**src/rtl/pps_pkg.sv**
```systemverilog
`timescale 1ns / 1ps

package pps_pkg;

	// Table size and derived widths
	localparam int MAX_PROCS = 16;
	localparam int IDX_W     = (MAX_PROCS > 1) ? $clog2(MAX_PROCS) : 1;
	localparam int CNT_W     = $clog2(MAX_PROCS + 1);
	localparam int TIME_W    = 24;
	localparam int SUM_W     = 32;
	localparam int TIDX_W    = 4;

	localparam logic [TIME_W-1:0] TIME_MAX = {TIME_W{1'b1}};
	localparam logic [SUM_W-1:0]  SUM_MAX  = {SUM_W{1'b1}};

	// Command codes
	localparam logic [1:0] MODE_CLEAR = 2'd0;
	localparam logic [1:0] MODE_LOAD  = 2'd1;
	localparam logic [1:0] MODE_TICK  = 2'd2;

	// One table entry as stored in the task memory
	typedef struct packed {
		logic [15:0] arrival;
		logic [15:0] burst;
		logic [15:0] remaining;
		logic [7:0]  prio;
	} task_entry_t;

	// Write-side control of the task table
	typedef struct packed {
		logic              en;        // write entry, clear its done flag
		logic [IDX_W-1:0]  addr;
		task_entry_t       data;
		logic              set_done;  // mark entry at addr complete
		logic              clr_all;   // drop every done flag
	} tbl_wr_t;

	// Saturating accumulate
	function automatic logic [SUM_W-1:0] sat_add(input logic [SUM_W-1:0] a,
		input logic [SUM_W-1:0] b);
		logic [SUM_W:0] s;
		s = {1'b0, a} + {1'b0, b};
		return s[SUM_W] ? SUM_MAX : s[SUM_W-1:0];
	endfunction

	// Low bits of a table index as reported on the result port
	function automatic logic [TIDX_W-1:0] port_index(input logic [IDX_W-1:0] idx);
		logic [IDX_W+TIDX_W-1:0] w;
		w = (IDX_W + TIDX_W)'(idx);
		return w[TIDX_W-1:0];
	endfunction

endpackage

```
**src/rtl/preemptive_priority_scheduler_unit.sv**
```systemverilog
`timescale 1ns / 1ps
// Clear, load and the unused command go from accept to the emit state and then to the result register.
// A tick scans the task memory one entry per cycle, then updates the chosen entry;
// when a task completes, the turnaround, waiting and sum states follow before the emit state.
// One command at a time; a new one is taken while the last result waits.
// Reset (async, active low) empties the table and zeroes time and totals.
module preemptive_priority_scheduler_unit (
	input  logic                           clk,
	input  logic                           arst_n,
	input  logic                           req_valid,
	output logic                           req_stall,
	input  logic [1:0]                     mode,
	input  logic [15:0]                    arrival,
	input  logic [15:0]                    burst,
	input  logic [7:0]                     priority_req,
	output logic                           rsp_valid,
	input  logic                           rsp_stall,
	output logic                           status,
	output logic                           ran,
	output logic [pps_pkg::TIDX_W-1:0]     task_index,
	output logic                           finished,
	output logic [pps_pkg::TIME_W-1:0]     finish_time,
	output logic [pps_pkg::TIME_W-1:0]     turnaround,
	output logic [pps_pkg::TIME_W-1:0]     waiting,
	output logic                           all_done,
	output logic [pps_pkg::SUM_W-1:0]      total_turnaround,
	output logic [pps_pkg::SUM_W-1:0]      total_waiting,
	output logic [pps_pkg::TIME_W-1:0]     now_time
);
	import pps_pkg::*;

	localparam logic [2:0] S_IDLE = 3'd0;
	localparam logic [2:0] S_SCAN = 3'd1;
	localparam logic [2:0] S_UPD  = 3'd2;
	localparam logic [2:0] S_TAT  = 3'd3;
	localparam logic [2:0] S_WT   = 3'd4;
	localparam logic [2:0] S_SUMW = 3'd5;
	localparam logic [2:0] S_EMIT = 3'd6;

	logic [2:0]        state_q;
	logic [CNT_W-1:0]  entry_cnt_q;
	logic [CNT_W-1:0]  done_cnt_q;
	logic [TIME_W-1:0] time_q;
	logic [SUM_W-1:0]  sum_tat_q;
	logic [SUM_W-1:0]  sum_wt_q;

	// Scan pipeline
	logic [CNT_W-1:0]  scan_cnt_q;
	logic              pend_s1;
	logic [IDX_W-1:0]  pidx_s1;

	// Best candidate so far
	logic              found_q;
	logic [IDX_W-1:0]  best_idx_q;
	task_entry_t       best_q;

	// Per-command result
	logic              res_status_q;
	logic              res_ran_q;
	logic [TIDX_W-1:0] res_idx_q;
	logic              res_fin_q;
	logic [TIME_W-1:0] res_ftime_q;
	logic [TIME_W-1:0] res_tat_q;
	logic [TIME_W-1:0] res_wt_q;

	// Output register
	logic              rsp_valid_q;
	logic              status_q;
	logic              ran_q;
	logic [TIDX_W-1:0] task_index_q;
	logic              finished_q;
	logic [TIME_W-1:0] finish_time_q;
	logic [TIME_W-1:0] turnaround_q;
	logic [TIME_W-1:0] waiting_q;
	logic              all_done_q;
	logic [SUM_W-1:0]  tot_turn_q;
	logic [SUM_W-1:0]  total_wt_q;
	logic [TIME_W-1:0] now_time_q;

	tbl_wr_t           tbl_wr;
	logic              rd_en;
	logic [IDX_W-1:0]  rd_addr;
	task_entry_t       rd_entry;
	logic              rd_done;

	logic              req_acc;
	logic              tbl_full;
	logic              scan_issue;
	logic              cand_ok;
	logic              cand_better;
	logic [15:0]       rem_dec;
	logic [TIME_W-1:0] time_next;
	logic              emit_go;

	pps_table u_table (
		.clk      (clk),
		.arst_n   (arst_n),
		.wr       (tbl_wr),
		.rd_en    (rd_en),
		.rd_addr  (rd_addr),
		.rd_entry (rd_entry),
		.rd_done  (rd_done)
	);

	assign req_stall = (state_q != S_IDLE);
	assign req_acc   = req_valid && (state_q == S_IDLE);
	assign tbl_full  = (entry_cnt_q >= CNT_W'(MAX_PROCS));

	// Scan: issue one read per cycle, judge the entry in the cycle after its read
	assign scan_issue = (state_q == S_SCAN) && (scan_cnt_q < entry_cnt_q);
	assign rd_en      = scan_issue;
	assign rd_addr    = scan_cnt_q[IDX_W-1:0];

	assign cand_ok = pend_s1 && !rd_done &&
		(TIME_W'(rd_entry.arrival) <= time_q);
	assign cand_better = !found_q || (rd_entry.prio < best_q.prio) ||
		((rd_entry.prio == best_q.prio) && (rd_entry.arrival < best_q.arrival));

	assign rem_dec   = best_q.remaining - 16'd1;
	assign time_next = (time_q == TIME_MAX) ? time_q : time_q + TIME_W'(1);

	// Table writes: clear and load at accept, remaining-count write-back after the scan.
	// Scan reads and the write-back never overlap since commands are serialized.
	always_comb begin
		tbl_wr          = '0;
		tbl_wr.addr     = entry_cnt_q[IDX_W-1:0];
		tbl_wr.data.arrival   = arrival;
		tbl_wr.data.burst     = (burst == 16'd0) ? 16'd1 : burst;
		tbl_wr.data.remaining = (burst == 16'd0) ? 16'd1 : burst;
		tbl_wr.data.prio      = priority_req;
		if (req_acc && (mode == MODE_CLEAR)) begin
			tbl_wr.clr_all = 1'b1;
		end else if (req_acc && (mode == MODE_LOAD) && !tbl_full) begin
			tbl_wr.en = 1'b1;
		end else if ((state_q == S_UPD) && found_q) begin
			tbl_wr.addr           = best_idx_q;
			tbl_wr.data           = best_q;
			tbl_wr.data.remaining = rem_dec;
			tbl_wr.en             = 1'b1;
			tbl_wr.set_done       = (rem_dec == 16'd0);
		end
	end

	// Best entry with the decremented count, stored back into best_q (the table's en path clears done unless set_done)
	task_entry_t upd_data;
	assign upd_data = '{arrival: best_q.arrival, burst: best_q.burst,
		remaining: rem_dec, prio: best_q.prio};

	assign emit_go = (state_q == S_EMIT) && (!rsp_valid_q || !rsp_stall);

	// Command sequencer
	always_ff @(posedge clk or negedge arst_n) begin
		if (!arst_n) begin
			state_q      <= S_IDLE;
			entry_cnt_q  <= '0;
			done_cnt_q   <= '0;
			time_q       <= '0;
			sum_tat_q    <= '0;
			sum_wt_q     <= '0;
			scan_cnt_q   <= '0;
			pend_s1      <= 1'b0;
			pidx_s1      <= '0;
			found_q      <= 1'b0;
			best_idx_q   <= '0;
			best_q       <= '0;
			res_status_q <= 1'b0;
			res_ran_q    <= 1'b0;
			res_idx_q    <= '0;
			res_fin_q    <= 1'b0;
			res_ftime_q  <= '0;
			res_tat_q    <= '0;
			res_wt_q     <= '0;
		end else begin
			case (state_q)
				S_IDLE: begin
					if (req_acc) begin
						res_status_q <= 1'b0;
						res_ran_q    <= 1'b0;
						res_idx_q    <= '0;
						res_fin_q    <= 1'b0;
						res_ftime_q  <= '0;
						res_tat_q    <= '0;
						res_wt_q     <= '0;
						scan_cnt_q   <= '0;
						pend_s1      <= 1'b0;
						found_q      <= 1'b0;
						state_q      <= S_EMIT;
						case (mode)
							MODE_CLEAR: begin
								entry_cnt_q <= '0;
								done_cnt_q  <= '0;
								time_q      <= '0;
								sum_tat_q   <= '0;
								sum_wt_q    <= '0;
							end
							MODE_LOAD: begin
								if (tbl_full) begin
									res_status_q <= 1'b1;
								end else begin
									entry_cnt_q <= entry_cnt_q + CNT_W'(1);
								end
							end
							MODE_TICK: begin
								state_q <= S_SCAN;
							end
							default: begin
								state_q <= S_EMIT;
							end
						endcase
					end
				end
				S_SCAN: begin
					pend_s1 <= scan_issue;
					pidx_s1 <= rd_addr;
					if (scan_issue) begin
						scan_cnt_q <= scan_cnt_q + CNT_W'(1);
					end
					if (cand_ok && cand_better) begin
						found_q    <= 1'b1;
						best_idx_q <= pidx_s1;
						best_q     <= rd_entry;
					end
					if (!scan_issue && !pend_s1) begin
						state_q <= S_UPD;
					end
				end
				S_UPD: begin
					time_q  <= time_next;
					state_q <= S_EMIT;
					if (found_q) begin
						res_ran_q <= 1'b1;
						res_idx_q <= port_index(best_idx_q);
						best_q    <= upd_data;
						if (rem_dec == 16'd0) begin
							res_fin_q   <= 1'b1;
							res_ftime_q <= time_next;
							done_cnt_q  <= done_cnt_q + CNT_W'(1);
							state_q     <= S_TAT;
						end
					end
				end
				S_TAT: begin
					res_tat_q <= res_ftime_q - TIME_W'(best_q.arrival);
					state_q   <= S_WT;
				end
				S_WT: begin
					res_wt_q  <= (res_tat_q >= TIME_W'(best_q.burst)) ?
						res_tat_q - TIME_W'(best_q.burst) : '0;
					sum_tat_q <= sat_add(sum_tat_q, SUM_W'(res_tat_q));
					state_q   <= S_SUMW;
				end
				S_SUMW: begin
					sum_wt_q <= sat_add(sum_wt_q, SUM_W'(res_wt_q));
					state_q  <= S_EMIT;
				end
				S_EMIT: begin
					if (emit_go) begin
						state_q <= S_IDLE;
					end
				end
				default: begin
					state_q <= S_IDLE;
				end
			endcase
		end
	end

	// Result register toward the consumer
	always_ff @(posedge clk or negedge arst_n) begin
		if (!arst_n) begin
			rsp_valid_q <= 1'b0;
		end else if (emit_go) begin
			rsp_valid_q <= 1'b1;
		end else if (!rsp_stall) begin
			rsp_valid_q <= 1'b0;
		end
	end

	always_ff @(posedge clk) begin
		if (emit_go) begin
			status_q      <= res_status_q;
			ran_q         <= res_ran_q;
			task_index_q  <= res_idx_q;
			finished_q    <= res_fin_q;
			finish_time_q <= res_ftime_q;
			turnaround_q  <= res_tat_q;
			waiting_q     <= res_wt_q;
			all_done_q    <= (done_cnt_q == entry_cnt_q);
			tot_turn_q    <= sum_tat_q;
			total_wt_q    <= sum_wt_q;
			now_time_q    <= time_q;
		end
	end

	assign rsp_valid        = rsp_valid_q;
	assign status           = status_q;
	assign ran              = ran_q;
	assign task_index       = task_index_q;
	assign finished         = finished_q;
	assign finish_time      = finish_time_q;
	assign turnaround       = turnaround_q;
	assign waiting          = waiting_q;
	assign all_done         = all_done_q;
	assign total_turnaround = tot_turn_q;
	assign total_waiting    = total_wt_q;
	assign now_time         = now_time_q;

	// Checks
	a_done_le_entries: assert property (@(posedge clk) disable iff (!arst_n)
		done_cnt_q <= entry_cnt_q)
		else $error("completed count exceeds loaded count");

	a_entries_bounded: assert property (@(posedge clk) disable iff (!arst_n)
		entry_cnt_q <= CNT_W'(MAX_PROCS))
		else $error("task table count out of range");

	a_finish_implies_ran: assert property (@(posedge clk) disable iff (!arst_n)
		rsp_valid_q && finished_q |-> ran_q)
		else $error("completion reported for an idle tick");

	a_writeback_no_scan: assert property (@(posedge clk) disable iff (!arst_n)
		tbl_wr.set_done |-> !rd_en && (state_q == S_UPD))
		else $error("table write-back overlaps a scan read");

endmodule

```
**src/rtl/pps_table.sv**
```systemverilog
`timescale 1ns / 1ps

module pps_table (
	input  logic                          clk,
	input  logic                          arst_n,
	input  pps_pkg::tbl_wr_t              wr,
	input  logic                          rd_en,
	input  logic [pps_pkg::IDX_W-1:0]     rd_addr,
	output pps_pkg::task_entry_t          rd_entry,
	output logic                          rd_done
);
	import pps_pkg::*;

	task_entry_t           mem [MAX_PROCS];
	logic [MAX_PROCS-1:0]  done_q;
	task_entry_t           rd_entry_q;
	logic                  rd_done_q;

	// Task memory: one write port, one registered read port
	always_ff @(posedge clk) begin
		if (wr.en) begin
			mem[wr.addr] <= wr.data;
		end
		if (rd_en) begin
			rd_entry_q <= mem[rd_addr];
		end
	end

	// Completion flags, cleared at reset and by a table clear;
	// a completing write-back sets the flag, any other entry write clears it
	always_ff @(posedge clk or negedge arst_n) begin
		if (!arst_n) begin
			done_q    <= '0;
			rd_done_q <= 1'b0;
		end else begin
			if (wr.clr_all) begin
				done_q <= '0;
			end else if (wr.set_done) begin
				done_q[wr.addr] <= 1'b1;
			end else if (wr.en) begin
				done_q[wr.addr] <= 1'b0;
			end
			if (rd_en) begin
				rd_done_q <= done_q[rd_addr];
			end
		end
	end

	assign rd_entry = rd_entry_q;
	assign rd_done  = rd_done_q;

endmodule

```
**config.mk**
```make
export PLATFORM = sky130hd
export DESIGN_NAME = preemptive_priority_scheduler_unit
export DESIGN_NICKNAME = d
export VERILOG_FILES = /design/src/rtl/pps_pkg.sv /design/src/rtl/preemptive_priority_scheduler_unit.sv /design/src/rtl/pps_table.sv
export SDC_FILE = /design/constraint.sdc
export NUM_CORES = 2
export LEC_CHECK = 0
export BUFFER_PORTS_ARGS = -buffer_cell sky130_fd_sc_hd__buf_2
export CORE_ASPECT_RATIO = 0.75
export CORE_MARGIN = 8
export CORE_UTILIZATION = 30
export CTS_BUF_LIST = sky130_fd_sc_hd__clkbuf_4 sky130_fd_sc_hd__clkbuf_8
export DETAILED_ROUTE_END_ITERATION = 16
export PLACE_DENSITY = 0.43
export SETUP_SLACK_MARGIN = 0.5
export SLEW_MARGIN = 20
export SYNTH_ARGS = -nofsm -noshare
export SYNTH_HDL_FRONTEND = slang
export SYNTH_SLANG_ARGS = --single-unit
```
**constraint.sdc**
```tcl
create_clock -name clk -period 27.3 [get_ports clk]
set_clock_uncertainty 0.05 [all_clocks]
set_input_delay 1.365 -clock clk [delete_from_list [all_inputs] [get_ports clk]]
set_output_delay 1.365 -clock clk [all_outputs]
set_load 0.01 [all_outputs]
```
== Word-level counts from Yosys, hierarchy flattened ==
Memories as Yosys holds them, arrays and structs flattened. A register that Yosys moved wholly into a read port is not among the register bits.
Cells that the tools add are included.

* Flip-flop bits (word level): 437
* Memory bits (writable): 896
* Bits of input ports: 46
* Output and inout port bits: 170
* Word-level logic and storage cells: 201
* Memories: 1

{| class="wikitable"
|+ Memories
! name !! depth !! width !! read ports !! clocked after Yosys merged registers in !! wr ports !! RTL line !! RTL
|-
| u_table.mem || 16 || 56 || 1 || 1 || 1 || pps_table.sv:14 || <nowiki>task_entry_t mem [MAX_PROCS];</nowiki>
|}

* Add/sub/neg operators: 9
* $lt $le $gt $ge: 9
* Eq/ne operators: 21
* Mux-type cells: 68
* Bitwise gates (word level): 4
* Reduce and logical (&&, ||, !) cells: 53

{| class="wikitable"
|+ Operator list
! kind !! count
|-
| 24-bit 2-to-1 mux || 8
|-
| 24-bit case mux with 2 select lines || 4
|-
| 32-bit 2-to-1 mux || 4
|-
| 32-bit case mux with 2 select lines || 2
|-
| 62-bit 2-to-1 mux || 2
|-
| 56-bit case mux with 2 select lines || 1
|-
| 32-bit by 24-bit adder with 33-bit output || 2
|-
| 16-bit 2-to-1 mux || 4
|-
| 61-bit 2-to-1 mux || 1
|-
| 56-bit 2-to-1 mux || 1
|-
| 24-bit by 16-bit subtractor with 24-bit output || 2
|-
| 5-bit 2-to-1 mux || 7
|-
| 16-bit zero test || 2
|-
| 5-bit case mux with 2 select lines || 3
|-
| 3-bit AND reduction || 9
|-
| 24-bit by 1-bit adder with 24-bit output, second input constant || 1
|-
| 24-bit equality test, second input constant || 1
|-
| 24-bit by 16-bit >= comparator with 1-bit output || 1
|-
| 16-bit by 24-bit <= comparator with 1-bit output || 1
|-
| 3-bit case mux with 7 select lines || 1
|-
| 3-bit 2-to-1 mux || 6
|-
| 16-bit AND || 1
|-
| 16-bit < comparator || 1
|-
| 16-bit inverter || 1
|-
| other kinds (34) || 98
|}

== Depth between registers and ports, before layout ==
* Depth after elaboration: 15
* Depth in mapped cells: 13
* Gate-level depth less buffers: 12

== Cells and area by module ==
Synthesis repeated with hierarchy kept, for this count alone.

* Cells, all modules: 3686
* Area total of the unflattened synthesis: 58967.8 um^2

{| class="wikitable"
|+ Modules (own cells, without submodules)
! module !! instances !! cells an instance !! area each (um^2) !! seq. area each (um^2)
|-
| pps_table || 1 || 1405 || 36154.7 || 29012.8
|-
| preemptive_priority_scheduler_unit || 1 || 2281 || 22813.1 || 11350.9
|}

== Worst setup path before layout ==
No wires, ideal clock.

* Path kind: input-to-reg
* Start: in rsp_stall
* End: reg all_done_q (netlist: all_done), enable pin
* Library setup time: 751 ps
* Data arrival time: 9455 ps
* Data required time: 26499 ps
* Slack: 17044 ps
* Stages: 1
* Buffers on the path: 0
* Path through: a21oi_1

* Word-level cells in the longest chain between the ends: 3

{| class="wikitable"
|+ Ends and longest elaborated chain
! item !! RTL line !! RTL
|-
| from (decl) || preemptive_priority_scheduler_unit.sv:17 || <nowiki>input logic rsp_stall,</nowiki>
|-
| 1-bit zero test || -- ||
|-
| 1-bit logical OR || preemptive_priority_scheduler_unit.sv:149 || <nowiki>assign emit_go = (state_q == S_EMIT) && (!rsp_valid_q || !rsp_stall);</nowiki>
|-
| 1-bit logical AND || preemptive_priority_scheduler_unit.sv:149 ||
|-
| to (signal assigned) || preemptive_priority_scheduler_unit.sv:288 || <nowiki>all_done_q <= (done_cnt_q == entry_cnt_q);</nowiki>
|-
| to (decl) || preemptive_priority_scheduler_unit.sv:75 || <nowiki>logic all_done_q;</nowiki>
|}

No other way between the ends.
A chain may end at the register's enable or synchronous reset.

== Worst setup path in the final report ==
* Start: reg state_q[1]
* End: mem u_table.mem[15][25] (netlist name), enable pin

* Word-level cells in the longest chain between the ends: 8
* Elaborated cells between the ends (all ways): 13
* Classes of those cells: eq/ne (1); mux (6); reduce/logical (6)

{| class="wikitable"
|+ Ends and longest elaborated chain
! item !! RTL line !! RTL
|-
| from (decl) || preemptive_priority_scheduler_unit.sv:40 || <nowiki>logic [2:0] state_q;</nowiki>
|-
| from (signal assigned) || preemptive_priority_scheduler_unit.sv:154 || <nowiki>state_q <= S_IDLE;</nowiki>
|-
| from (signal assigned) || preemptive_priority_scheduler_unit.sv:187 || <nowiki>state_q <= S_EMIT;</nowiki>
|-
| from (signal assigned) || preemptive_priority_scheduler_unit.sv:204 || <nowiki>state_q <= S_SCAN;</nowiki>
|-
| 3-bit zero test || preemptive_priority_scheduler_unit.sv:106 || <nowiki>assign req_acc = req_valid && (state_q == S_IDLE);</nowiki>
|-
| 1-bit logical AND || preemptive_priority_scheduler_unit.sv:106 ||
|-
| 1-bit logical AND (2 in series) || preemptive_priority_scheduler_unit.sv:133 || <nowiki>end else if (req_acc && (mode == MODE_LOAD) && !tbl_full) begin</nowiki>
|-
| 1-bit 2-to-1 mux || preemptive_priority_scheduler_unit.sv:133 ||
|-
| 62-bit 2-to-1 mux * || preemptive_priority_scheduler_unit.sv:131 || <nowiki>if (req_acc && (mode == MODE_CLEAR)) begin</nowiki>
|-
| 1-bit 2-to-1 mux || pps_table.sv:21 || <nowiki>if (wr.en) begin</nowiki>
|-
| 1-bit 2-to-1 mux (implied by the code) || pps_table.sv:22 || <nowiki>mem[wr.addr] <= wr.data;</nowiki>
|-
| to (decl) || pps_table.sv:14 ||
|}

Mark *: on every way between the ends. The rest lies on a longest branch, timed or not.

==> results.yml <==
power_and_ir_drop:
  p_leak_nw: 23.9
  seq_power_share: 0.420
  p_per_area_mw_per_mm2: 97.5
  comb_power_share: 0.299
  p_sw_mw: 2.27
  p_sw_frac: 0.342
  clkPwrFrac: 0.281
  p_int_mw: 4.36
  ir_drop_mv: 0.0641
  p_total_mw: 6.63
cts:
  clockRootBuffer: "clkbuf_8"
  htree_levels: 4
  clk_latency_ns: 0.95
  cts_tree: "done"
  numCtsBuffers: 218
  ctsHoldBuffers: 0
  cts_resized: 0
  clock_path_buffers: 3
  clkSinkCount: 1389
  cts.clk_slew.worst_paths_ns: 0.06
  post_cts_buffers: 0
yosys:
  ys_seq_area_frac: 0.688
  synth_nets: 3862
  ys_types: 84
  synthesis.area_mm2: 0.0587
  yosysWarningCount: 0
  yosys-top-cells-count: "edfxtp_1, nand2_1, mux4_2"
  avgSynthCellArea_um2: 15.9
  synth-seq-cells: 1389
  synthArstFlopShare: 0.194
  synth_flop_cell: "edfxtp_1"
  synth_cells: 3683
  synth_top_cell_area_share: 0.573
  netlist_top_cells_area: "edfxtp_1, dfrtp_1, mux4_2"
  yosys.area.top_type: "edfxtp_1"
  yosysMostFrequentCell: "edfxtp_1"
  synth_edf_count: 1120
floorplan:
  fp.coreArea_mm2: 0.194
  initial_core_util: 0.302
  die_h_um: 399
  ioPinCount: 216
  row_count: 140
  die_x_um: 527
  dieArea_mm2: 0.210
setup_path:
  cp-end-kind: "flop"
  worstPathMaxFanout: 35
  timing.rr.start: "state_q[1]$_DFFE_PN0P_"
  r2r_slack_ns: 22.05
  critPathKind: "flop to flop"
  arrival_ns: 5.73
  crit_required_ns: 27.78
  reg2reg_to: "u_table.mem[15][25]$_DFFE_PP_"
  reg2reg_depth: 10
  cp-start-kind: "flop"
route:
  drc: 0
  viasPerCell: 4.98
  drt_wl_total_um: 170000
  wl_per_cell_um: 25.1
  drtIter0Drc: 2830
  vias: 33900
  drtAntennaViolNets: 0
  drtPass1Iterations: 6
sta:
  period_minus_slack_ns: 5.25
  maxSlewViolCount: 0
  setup_viol: 0
  slew_headroom: 0.268
  max_freq_mhz: 190
  worst_pin_slew_ns: 1.09
  finalHoldViolCount: 0
  fin_hold_ws_ns: 0.386
  tns_ns: 0
  post-route-period-util: 0.192
  rsz0062_at_grt: "false"
global_routing:
  grt_first_pass_wirelength_um: 249000
  grt_use_total: 0.159
  grt_antenna_before_repair: 5
  grt_pass1_vias: 34400
  grt_overflow: 0
  grt_max_degree: 169
place:
  dpl_cell_area_mm2: 0.0633
  place.gp.congestion: 0.802
  io_buffer_count: 215
  dp.cells: 6378
  dp_hpwl_um: 106000
layout:
  drive_gt1_frac: 0.254
  seqCellArea_mm2: 0.0404
  filler_cell_count: 18600
  stdcell_count: 6794
  nNetsFinal: 4221
  final_area_mm2: 0.0680
  syn_to_final_growth_pct: 15.8
  multiInputGateArea_mm2: 0.0175
min_path:
  worstHoldPathType: "input pin to async pin"
status:
  status: "complete, no violations"
flow_run:
  max_cap_violations: 0
-- worst max-delay path by stage --
| stage | from | endpoint | slack [ns] | cells past startpoint |
|---|---|---|---|---|
| CTS | state_q[2]$_DFFE_PN0P_ | u_table.mem[15][25]$_DFFE_PP_ | 21.92 | 9 |
| detailed placement | state_q[2]$_DFFE_PN0P_ | u_table.mem[15][11]$_DFFE_PP_ | 21.97 | 9 |
| floorplan | rsp_stall | all_done$_DFFE_PP_ | 17.04 | 1 |
| global placement | state_q[1]$_DFFE_PN0P_ | u_table.mem[15][11]$_DFFE_PP_ | 22.04 | 10 |
| finish | state_q[1]$_DFFE_PN0P_ | u_table.mem[15][25]$_DFFE_PP_ | 22.05 | 10 |
| global route | state_q[2]$_DFFE_PN0P_ | u_table.mem[15][35]$_DFFE_PP_ | 21.68 | 9 |
-- worst max-delay path, cell delays in order, from the launching register on --
cell     delay [ns]
dfrtp_1        0.47
inv_1          0.17
nor3_4         0.25
buf_4          0.39
buf_4          0.41
and2_1         0.44
nand3_1        0.15
o21ai_0        0.31
nand2_1        0.43
nor2_4         0.86
buf_4          0.78
-- cell type report --
class	count	share of cell area
Antenna cell	5	0.000184
Clock buffer	339	0.0595
Clock inverter	72	0.00839
Inverter	95	0.00525
Multi-Input combinational cell	2016	0.257
Sequential cell	1389	0.594
Tap cell	2556	0.0470
Timing Repair Buffer	322	0.0286
-- power by group through the flow --
stage / combinational, mW / sequential (mW) / clock, mW
CTS: 2.00 / 2.79 / 1.93
finish: 1.98 / 2.78 / 1.86
detailed placement: 1.99 / 2.83 / 0
floorplan: 1.52 / 2.75 / 0
global route: 2.19 / 2.81 / 2.01
global placement: 1.99 / 2.83 / 0
-- layer usage --
layer / global-route usage / vias to the layer above / share of wire / wire length (um)
li1: - / 15200 / - / -
met1: 0.238 / 17600 / 0.49 / 83900
met2: 0.241 / 835 / 0.44 / 75300
met3: 0.0246 / 237 / 0.045 / 7590
met4: 0.0391 / 0 / 0.020 / 3450
met5: 0 / - / 0 / 0
-- state kept, by name, summed over array words and instances (netlist names), 32 cells and up --
register	count
sum_wt_q	32
total_waiting	32
sum_tat_q	32
best_q	56
u_table.mem	896
total_turnaround	32
u_table.rd_entry	56
-- cells by family (layout without fill, tap and decap cells) --
logic type      Yosys count  in the layout  synth area share
compound gates          692            692            0.0730
xor+xnor                122            122            0.0182
fa+ha+maj               133            133            0.0289
buf+inv                 278            828            0.0182
flops                  1389           1389             0.688
mux                     301            301             0.112
other cells               0              5                 0
simple gates            768            768            0.0615
-- stage by stage --
stage / setup slack (ns) / utilization
final: 22.05 / 0.350
after global routing: 21.68 / 0.350
after CTS: 21.92 / 0.350
after detailed placement: 21.97 / 0.326
after global placement: 22.04 / 0.326
after floorplan: 17.04 / -
-- placed cells by master, fill, tap and decap left out, types with 83 or more instances in the layout --
cell type	n
buf_4	101
a21oi_1	151
o21ai_0	254
ha_1	129
edfxtp_1	1120
clkbuf_4	99
nor2_1	116
nand2_1	323
inv_1	95
clkbuf_8	240
mux4_2	285
dfrtp_1	265
xnor2_1	83
buf_2	214
Note: power is estimated with default switching activity, not from simulation.
